File: src/rtl/afs_pkg.sv
// Shared types and constants for the animation frame sequencer.
package afs_pkg;

    localparam int FRAME_W   = 8;
    localparam int REPEAT_W  = 8;
    localparam int PERIOD_W  = 10;
    localparam int ELAPSED_W = 11;
    localparam int KIND_W    = 3;
    localparam int CFG_IDX_W = 2;
    localparam int CFG_DAT_W = 10;
    localparam int IN_DATA_W  = 16;
    localparam int OUT_DATA_W = 24;

    localparam logic [ELAPSED_W-1:0] ELAPSED_MAX = '1;

    typedef enum logic [KIND_W-1:0] {
        KIND_TICK      = 3'd0,
        KIND_PLAY      = 3'd1,
        KIND_STOP      = 3'd2,
        KIND_GOTO_PLAY = 3'd3,
        KIND_GOTO_STOP = 3'd4
    } afs_kind_t;

    typedef enum logic [CFG_IDX_W-1:0] {
        REG_FRAME_COUNT  = 2'd0,
        REG_FIRST_FRAME  = 2'd1,
        REG_LAST_FRAME   = 2'd2,
        REG_FRAME_PERIOD = 2'd3
    } afs_reg_t;

    typedef struct packed {
        logic [FRAME_W-1:0]  frame_count;
        logic [FRAME_W-1:0]  first_frame;
        logic [FRAME_W-1:0]  last_frame;
        logic [PERIOD_W-1:0] frame_period;
    } afs_cfg_t;

    typedef struct packed {
        logic [REPEAT_W-1:0] repeats_remaining;
        logic                frame_changed;
        logic                is_playing;
        logic [FRAME_W-1:0]  frame_index;
    } afs_result_t;

endpackage

File: src/rtl/afs_cfg_regs.sv
// Configuration register file for the animation frame sequencer.
module afs_cfg_regs
    import afs_pkg::*;
(
    input  logic                 clk,
    input  logic                 rst_n,
    input  logic                 cfg_we,
    input  logic [CFG_IDX_W-1:0] cfg_index,
    input  logic [CFG_DAT_W-1:0] cfg_data,
    output afs_cfg_t             cfg
);

    afs_cfg_t cfg_reg;
    afs_cfg_t cfg_next;

    always_comb
    begin
        cfg_next = cfg_reg;
        if (cfg_we)
        begin
            unique case (cfg_index)
                REG_FRAME_COUNT:  cfg_next.frame_count  = cfg_data[FRAME_W-1:0];
                REG_FIRST_FRAME:  cfg_next.first_frame  = cfg_data[FRAME_W-1:0];
                REG_LAST_FRAME:   cfg_next.last_frame   = cfg_data[FRAME_W-1:0];
                REG_FRAME_PERIOD: cfg_next.frame_period = cfg_data[PERIOD_W-1:0];
                default:          cfg_next = cfg_reg;
            endcase
        end
    end

    always_ff @(posedge clk or negedge rst_n)
    begin
        if (!rst_n)
        begin
            cfg_reg.frame_count  <= FRAME_W'(1);
            cfg_reg.first_frame  <= '0;
            cfg_reg.last_frame   <= '0;
            cfg_reg.frame_period <= '0;
        end
        else
        begin
            cfg_reg <= cfg_next;
        end
    end

    assign cfg = cfg_reg;

endmodule

File: src/rtl/afs_core.sv
// Input register, player state and single-pass update logic.
module afs_core
    import afs_pkg::*;
(
    input  logic                 clk,
    input  logic                 rst_n,
    input  afs_cfg_t             cfg,
    input  logic                 in_valid,
    output logic                 in_ready,
    input  logic [KIND_W-1:0]    in_kind,
    input  logic [FRAME_W-1:0]   in_target,
    input  logic [REPEAT_W-1:0]  in_request,
    input  logic                 res_ready,
    output logic                 res_valid,
    output afs_result_t          res
);

    logic                 valid_reg;
    logic [KIND_W-1:0]    kind_reg;
    logic [FRAME_W-1:0]   target_reg;
    logic [REPEAT_W-1:0]  request_reg;

    logic [FRAME_W-1:0]   cur_reg, cur_next;
    logic                 run_reg, run_next;
    logic [REPEAT_W-1:0]  rep_reg, rep_next;
    logic [ELAPSED_W-1:0] el_reg, el_next;

    logic                 process;
    logic                 period_nz;
    logic                 target_ok;
    logic                 first_ok;
    logic                 step_ok;
    logic [ELAPSED_W-1:0] el_inc;
    logic [ELAPSED_W-1:0] period_ext;

    assign process  = valid_reg && res_ready;
    assign in_ready = !valid_reg || res_ready;

    assign period_nz  = cfg.frame_period != '0;
    assign period_ext = {1'b0, cfg.frame_period};
    assign target_ok  = target_reg < cfg.frame_count;
    assign first_ok   = cfg.first_frame < cfg.frame_count;
    assign step_ok    = ({1'b0, cur_reg} + 9'd1) < {1'b0, cfg.frame_count};
    assign el_inc     = (el_reg == ELAPSED_MAX) ? el_reg : el_reg + ELAPSED_W'(1);

    always_comb
    begin
        cur_next = cur_reg;
        run_next = run_reg;
        rep_next = rep_reg;
        el_next  = el_reg;
        case (kind_reg)
            KIND_TICK:
            begin
                if (run_reg)
                begin
                    el_next = el_inc;
                    if (el_inc > period_ext)
                    begin
                        if (cur_reg < cfg.last_frame)
                        begin
                            if (step_ok)
                                cur_next = cur_reg + FRAME_W'(1);
                            el_next = el_inc - period_ext;
                        end
                        else if (first_ok)
                        begin
                            cur_next = cfg.first_frame;
                            el_next  = '0;
                            if (rep_reg == REPEAT_W'(1))
                                run_next = 1'b0;
                            else
                            begin
                                run_next = period_nz;
                                if (rep_reg > REPEAT_W'(1))
                                    rep_next = rep_reg - REPEAT_W'(1);
                            end
                        end
                    end
                end
            end
            KIND_PLAY:
            begin
                rep_next = request_reg;
                if (period_nz)
                    run_next = 1'b1;
            end
            KIND_STOP:
            begin
                if (!period_nz || el_reg >= period_ext)
                    el_next = '0;
                run_next = 1'b0;
            end
            KIND_GOTO_PLAY:
            begin
                if (target_ok)
                begin
                    cur_next = target_reg;
                    el_next  = '0;
                    run_next = period_nz;
                    rep_next = '0;
                end
            end
            KIND_GOTO_STOP:
            begin
                if (target_ok)
                begin
                    cur_next = target_reg;
                    el_next  = '0;
                    run_next = 1'b0;
                end
            end
            default:
            begin
                cur_next = cur_reg;
            end
        endcase
    end

    always_ff @(posedge clk or negedge rst_n)
    begin
        if (!rst_n)
        begin
            valid_reg <= 1'b0;
            cur_reg   <= '0;
            run_reg   <= 1'b0;
            rep_reg   <= '0;
            el_reg    <= '0;
        end
        else
        begin
            if (in_ready)
                valid_reg <= in_valid;
            if (process)
            begin
                cur_reg <= cur_next;
                run_reg <= run_next;
                rep_reg <= rep_next;
                el_reg  <= el_next;
            end
        end
    end

    always_ff @(posedge clk)
    begin
        if (in_ready && in_valid)
        begin
            kind_reg    <= in_kind;
            target_reg  <= in_target;
            request_reg <= in_request;
        end
    end

    assign res_valid             = valid_reg;
    assign res.frame_index       = cur_next;
    assign res.is_playing        = run_next;
    assign res.frame_changed     = cur_next != cur_reg;
    assign res.repeats_remaining = rep_next;

`ifndef SYNTHESIS
    // frame index never reaches 255: every source is bounded by frame_count
    a_frame_bound: assert property (@(posedge clk) disable iff (!rst_n)
        cur_reg != '1)
        else $error("current frame out of range");

    a_hold_item: assert property (@(posedge clk) disable iff (!rst_n)
        valid_reg && !res_ready |=> valid_reg && $stable(kind_reg) && $stable(target_reg))
        else $error("stalled request lost");

    a_state_idle: assert property (@(posedge clk) disable iff (!rst_n)
        !process |=> $stable(cur_reg) && $stable(run_reg) && $stable(rep_reg)
                     && $stable(el_reg))
        else $error("state moved without a request");

    a_busy_ready: assert property (@(posedge clk) disable iff (!rst_n)
        !in_ready |-> valid_reg)
        else $error("ready dropped while empty");
`endif

endmodule

File: src/rtl/afs_out_reg.sv
// Result register towards the master side.
module afs_out_reg
    import afs_pkg::*;
(
    input  logic        clk,
    input  logic        rst_n,
    input  logic        res_valid,
    output logic        res_ready,
    input  afs_result_t res,
    output logic        out_valid,
    input  logic        out_ready,
    output afs_result_t out_res
);

    logic        valid_reg;
    afs_result_t res_reg;

    assign res_ready = !valid_reg || out_ready;

    always_ff @(posedge clk or negedge rst_n)
    begin
        if (!rst_n)
            valid_reg <= 1'b0;
        else if (res_ready)
            valid_reg <= res_valid;
    end

    always_ff @(posedge clk)
    begin
        if (res_ready && res_valid)
            res_reg <= res;
    end

    assign out_valid = valid_reg;
    assign out_res   = res_reg;

endmodule

File: src/rtl/animation_frame_sequencer.sv
// Top level of the animation frame sequencer.
//
// Slave stream: one request per tick or command. tuser carries the kind
// (tick, play, stop, goto and play, goto and stop); tdata carries the goto
// target and the repeat count for play.
// Master stream: one result per request with the frame shown, the playing
// flag, a frame-changed flag and the repeats held.
// Configuration: write frame_count, first_frame, last_frame and
// frame_period through cfg_we/cfg_index/cfg_data while no request is in
// flight.
// tvalid on the master side rises once the result is loaded: the accepting
// edge loads the input register, and the result register is loaded from it
// when it is free. One request is taken every cycle while s_tready is high;
// the state update is a single compare/increment/select pass.
// When the receiver stalls, the result register holds and the input
// register fills, after which s_tready drops until m_tready returns.
// Reset clears the player (frame 0, stopped, no repeats, no elapsed time)
// and loads the register defaults (one frame, period zero).
module animation_frame_sequencer
    import afs_pkg::*;
(
    input  logic                  clk,
    input  logic                  rst_n,
    input  logic                  cfg_we,
    input  logic [CFG_IDX_W-1:0]  cfg_index,
    input  logic [CFG_DAT_W-1:0]  cfg_data,
    input  logic                  s_tvalid,
    output logic                  s_tready,
    input  logic [IN_DATA_W-1:0]  s_tdata,  // target_frame[7:0], repeat_request[15:8]
    input  logic [KIND_W-1:0]     s_tuser,  // kind[2:0]
    output logic                  m_tvalid,
    input  logic                  m_tready,
    output logic [OUT_DATA_W-1:0] m_tdata   // frame_index[7:0], is_playing[8],
                                            // frame_changed[9], repeats_remaining[17:10]
);

    afs_cfg_t    cfg;
    logic        res_valid;
    logic        res_ready;
    afs_result_t res;
    afs_result_t out_res;

    afs_cfg_regs u_cfg (
        .clk       (clk),
        .rst_n     (rst_n),
        .cfg_we    (cfg_we),
        .cfg_index (cfg_index),
        .cfg_data  (cfg_data),
        .cfg       (cfg)
    );

    afs_core u_core (
        .clk        (clk),
        .rst_n      (rst_n),
        .cfg        (cfg),
        .in_valid   (s_tvalid),
        .in_ready   (s_tready),
        .in_kind    (s_tuser),
        .in_target  (s_tdata[7:0]),
        .in_request (s_tdata[15:8]),
        .res_ready  (res_ready),
        .res_valid  (res_valid),
        .res        (res)
    );

    afs_out_reg u_out (
        .clk       (clk),
        .rst_n     (rst_n),
        .res_valid (res_valid),
        .res_ready (res_ready),
        .res       (res),
        .out_valid (m_tvalid),
        .out_ready (m_tready),
        .out_res   (out_res)
    );

    assign m_tdata = {{(OUT_DATA_W - $bits(afs_result_t)){1'b0}}, out_res};

endmodule

File: config.mk
export PLATFORM = sky130hd
export DESIGN_NAME = animation_frame_sequencer
export DESIGN_NICKNAME = d
export VERILOG_FILES = /design/src/rtl/afs_pkg.sv /design/src/rtl/afs_cfg_regs.sv /design/src/rtl/afs_core.sv /design/src/rtl/afs_out_reg.sv /design/src/rtl/animation_frame_sequencer.sv
export SDC_FILE = /design/constraint.sdc
export NUM_CORES = 1
export LEC_CHECK = 0
export BUFFER_PORTS_ARGS = -buffer_cell sky130_fd_sc_hd__buf_2
export CAP_MARGIN = 20
export CELL_PAD_IN_SITES_DETAIL_PLACEMENT = 1
export CELL_PAD_IN_SITES_GLOBAL_PLACEMENT = 2
export CORE_ASPECT_RATIO = 0.75
export CORE_UTILIZATION = 41
export CTS_BUF_LIST = sky130_fd_sc_hd__clkbuf_8 sky130_fd_sc_hd__clkbuf_16
export DETAILED_ROUTE_END_ITERATION = 12
export PLACE_DENSITY_LB_ADDON = 0.1
export SETUP_SLACK_MARGIN = 0.15
export SLEW_MARGIN = 20
export SYNTH_ARGS = -nofsm -noshare
export SYNTH_HDL_FRONTEND = slang
export SYNTH_SLANG_ARGS = --single-unit
File: constraint.sdc
create_clock -name clk -period 8.1 [get_ports clk]
set_clock_uncertainty 0.2 [all_clocks]
set_input_delay 0.81 -clock clk [delete_from_list [all_inputs] [get_ports clk]]
set_output_delay 0.81 -clock clk [all_outputs]
set_load 0.02 [all_outputs]
### Word-level counts from Yosys, hierarchy flattened

Cells that the tools add are included.
W data, S select, Z words.

| storage, ports and cells | value |
|---|---|
| input bits | 36 |
| memory bits (writable) | 0 |
| ROM bits | 0 |
| register bits | 101 |
| memories kept | 0 |
| output and inout bits | 26 |
| logic and storage cells | 92 |
| bits in latches | 0 |

| cells by class | value |
|---|---|
| reduce and logical (&&, ||, !) cells | 18 |
| div/mod/pow operators | 0 |
| multipliers | 0 |
| bitwise operators | 0 |
| $add $sub $neg | 5 |
| equal/unequal tests | 13 |
| multiplexer cells | 32 |
| shift operators | 0 |
| $lt $le $gt $ge | 7 |

Operators by type and width:

| cell | count |
|---|---|
| $mux W8 | 13 |
| $mux W11 | 7 |
| $pmux W11 S3 | 1 |
| $lt A8 B8 Y1 | 3 |
| $pmux W8 S3 | 1 |
| $pmux W8 S2 | 1 |
| $add A11 B1 Y11 const B | 1 |
| $eq A11 B11 Y1 const B | 1 |
| $ge A11 B10 Y1 | 1 |
| $gt A11 B10 Y1 | 1 |
| $sub A11 B10 Y11 | 1 |
| $reduce_bool A10 Y1 | 1 |
| $add A8 B1 Y9 const B | 1 |
| $lt A9 B8 Y1 | 1 |
| $add A8 B1 Y8 const B | 1 |
| $eq A8 B1 Y1 const B | 1 |
| $gt A8 B1 Y1 const B | 1 |
| $mux W1 | 8 |
| $ne A8 B8 Y1 | 1 |
| $reduce_and A2 Y1 | 4 |
| $sub A8 B1 Y8 const B | 1 |
| $eq A3 B2 Y1 const B | 2 |
| $ne A2 B1 Y1 const B | 3 |
| $pmux W1 S5 | 1 |
| other kinds (12) | 18 |

### Logic depth before layout (Yosys ltp)

| depth | value |
|---|---|
| word-level depth | 8 |
| gate-level depth with buffers | 18 |

### By module

From an unflattened synthesis, not the netlist that was laid out.

| second synthesis, totals | value |
|---|---|
| cells, all modules | 696 |
| area, all modules | 6745.2 sq um |

Modules (own cells, without submodules):

| module | area an instance (sq um) | cells an instance | instances |
|---|---|---|---|
| afs_core | 4815.9 | 595 | 1 |
| afs_cfg_regs | 1286.2 | 72 | 1 |
| afs_out_reg | 594.3 | 22 | 1 |
| animation_frame_sequencer | 48.8 | 7 | 1 |

### Worst setup path before layout

OpenSTA, ideal clock, no wires.

| path | value |
|---|---|
| kind | register -> register |
| start point | register u_core.el_reg[0] |
| end point | register u_out.res_reg, in the netlist u_out.out_res[9], data pin |
| path buffers | 1 |
| stages on the path, launching flop included | 18 |
| arrival | 3.852 ns |
| setup slack | 3.776 ns |
| period minus slack after synthesis | 4.324 ns |
| cells stage by stage | dfrtp_1 -> ha_1 -> nand4_1 -> or4_1 -> inv_1 -> nor2_1 -> xnor2_1 -> inv_1 -> ha_1 -> a21o_1 -> a21oi_1 -> nand4_1 -> a31oi_2 -> clkbuf_1 -> o21ai_0 -> nand4_1 -> nand3_1 -> or4_1 |

RTL lines:

| element | RTL line | source |
|---|---|---|
| start, declared | afs_core.sv:26 | `logic [ELAPSED_W-1:0] el_reg, el_next;` |
| start signal, assigned | afs_core.sv:139 | `el_reg <= el_next;` |
| end signal, assigned | afs_out_reg.sv:31 | `res_reg <= res;` |
| end, declared | afs_out_reg.sv:16 | `afs_result_t res_reg;` |

==> impl_metrics.yaml <==
clocking:
  holdBufCountCts: 0
  h-tree-depth: 3
  cts_made_buffers: 9
  clock_path_buffers: 2
  clockRootBuffer: "clkbuf_16"
  cts_setup_buffers: 0
  clkLatencyLatePin_ns: 0.36
  clock-sinks: 101
  cts.repair.resized: 0
  cts_tree: "built"
  clk_pin_slew_ns: 0.07
floorplan:
  placementRows: 39
  io_pins: 62
  core_mm2: 0.0155
  die-area_mm2: 0.0166
  floorplan.initialDensity: 0.427
  die_w_um: 149
  die_height_um: 112
synthesis:
  async_flop_share: 0.634
  synth_cell_types: 68
  ys_top_cells_by_area: "dfrtp_1 24%, edfxtp_1 17%, ha_1 9.8%, mux2_2 5.6%, nand2_1 3.2%"
  synth_edf_count: 37
  yosysTopAreaCell: "dfrtp_1"
  synthCells: 681
  avgSynthCellArea_um2: 9.70
  synthFlopType: "dfrtp_1"
  yosysSeqAreaShare: 0.411
  synth_top_area_frac: 0.239
  synth-seq-cells: 101
  syn_area_mm2: 0.00661
  synth_warnings: 0
pwr:
  combPwrFrac: 0.463
  swShare: 0.423
  switchingPower_mw: 1.00
  seqPwrFrac: 0.335
  power_density_mw_per_mm2: 321
  ir_drop_uv: 122
  internal-power_mw: 1.36
  pwr-share-clk: 0.203
  leakagePower_nw: 3.33
timing:
  max_freq_mhz: 179
  max_slew_margin: 0.323
  worstMarginPinSlew_ns: 1.02
  setup_viol: 0
  fin_crit_sh: 0.688
  rsz0062_at_grt: "no"
  hold_viol: 0
  fin_tns_setup_ns: 0
  finalWorstPathRequiredPeriod_ns: 5.58
  drv_slew: 0
final_layout:
  largest_reg_flops: 34
  final_cell_mix: "63 x dfrtp_1, 56 x nand2_1, 55 x buf_2"
  drive_above_1_share: 0.163
  final_common_cell: "dfrtp_1"
  finalNetCount: 816
  syn_to_final_growth_pct: 11.5
  num_antenna_cells: 0
  fin_util: 0.476
drt:
  antenna_left: 0
  avgRoutedWirePerCell_um: 20.8
  drt_pass1_iterations: 4
  vias: 5504
  wl_um: 19500
  routed_via_density: 5.87
  drtIter0Drc: 326
  drc_errors: 0
global_routing:
  grt_util_all_layers: 0.249
  grt_max_degree: 65
  antenna_found_initial: 0
  grt_pass1_wl_um: 32000
  grt_pass1_vias: 5670
  gr-total-overflow: 0
flow_run:
  cap_violations: 0
setup_path:
  critPathCaptureType: "flop"
  crit_fanout: 15
  r2r_cells: 17
  crit_type: "flop to flop"
  cp_data_arrival_time_ns: 5.47
  crit_required_ns: 7.99
  cp_cell_sequence: "ha_1, nand4_1, or4_1, inv_1, nor2_1, xnor2_1, inv_1, ha_1, a21o_1, a21oi_1, nand4_1, a31oi_2, nor2_1, a32o_1, a22oi_1, nand3_1, or4_1"
  slowest_stage: "a31oi_2"
  critical-path-max-stage-delay_ns: 0.73
  critPathLaunchType: "flop"
min_path:
  hold_path_depth: 1
  hp-class: "flop to flop"
place:
  gp_congestion: 0.921
  hpwl_um: 14700
  io_buffers: 55
run_status:
  outcome: "finished clean"
## power groups by stage
stage	Sequential [mW]	Clock, mW	Combinational, mW
4_1_cts	0.789	0.492	1.08
5_1_grt	0.808	0.510	1.21
2_1_floorplan	0.744	0	0.808
6_report	0.791	0.479	1.09
3_5_place_dp	0.799	0	1.07
3_3_place_gp	0.790	0	1.02
## worst max-delay path, delay by kind of cell, from the launching register on
family                     cells  cell delay, ns
adders and majority gates      2            0.58
DFF                            1            0.45
AOI/OAI and AO/OA              5            1.69
and+or+nand+nor                7            1.91
buffers and inverters          2            0.30
xor gates and xnor gates       1            0.19
## metal layers
metal  share of wire  routed length [um]  global-route usage
met1            0.50                9740               0.361
met2            0.45                8760               0.382
met3           0.033                 638              0.0410
met4           0.016                 321              0.0660
met5               0                   0                   0
## path summary, 6_finish.rpt
path	endpoint	slack, ns	start
max	u_out.out_res[9]$_DFFE_PP_	2.52	u_core.el_reg[1]$_DFFE_PN0P_
min	u_out.out_valid$_DFFE_PN0P_	0.29	u_core.res_valid$_DFFE_PN0N_
max reg2reg	u_out.out_res[9]$_DFFE_PP_	2.52	u_core.el_reg[1]$_DFFE_PN0P_
min reg2reg	u_out.out_valid$_DFFE_PN0P_	0.29	u_core.res_valid$_DFFE_PN0N_
max in group asynchronous	u_core.rep_reg[1]$_DFFE_PN0P_	6.64	rst_n
min in group asynchronous	u_cfg.cfg[32]$_DFFE_PN0P_	0.47	rst_n
## through the flow
step           hold slack, ns  instances  setup slack (ns)  cell area (um^2)  power, mW
2_1_floorplan           0.257        686              3.78              6630       1.55
3_3_place_gp            0.270        921              2.82              7040       1.81
3_5_place_dp            0.283        921              2.64              7040       1.87
4_1_cts                 0.297        937              2.60              7360       2.37
5_1_grt                 0.320        937              2.18              7360       2.53
6_report                0.288        937              2.52              7360       2.36
## layout make-up
| cell class | count | area [um^2] |
|---|---|---|
| Clock buffer | 9 | 225 |
| Clock inverter | 7 | 96.3 |
| Fill cell | 1782 | 8100 |
| Inverter | 46 | 173 |
| Multi-Input combinational cell | 509 | 3590 |
| Sequential cell | 101 | 2710 |
| Tap cell | 205 | 256 |
| Timing Repair Buffer | 60 | 313 |
## cells by family (layout without fill, tap and decap cells)
kind of cell | count (synthesis) | count (layout) | synth area share
simple gates | 192 | 192 | 0.139
compound gates | 193 | 193 | 0.199
mux | 38 | 38 | 0.0638
flops | 101 | 101 | 0.411
buf+inv | 76 | 122 | 0.0491
fa+ha+maj | 53 | 53 | 0.102
other cells | 1 | 6 | 0.000568
xor+xnor | 27 | 27 | 0.0358
## Yosys cell counts (all sizes together), types with 11 or more instances
master	number
a21oi	33
inv	46
o21ai	44
nor2	48
a21o	24
o22ai	11
nand2	56
edfxtp	37
a22o	12
dfrtp	63
mux2	33
nand2b	15
ha	52
xnor2	18
nor3	16
nand3	18
clkbuf	21
Power figures use the tool's default switching activity.
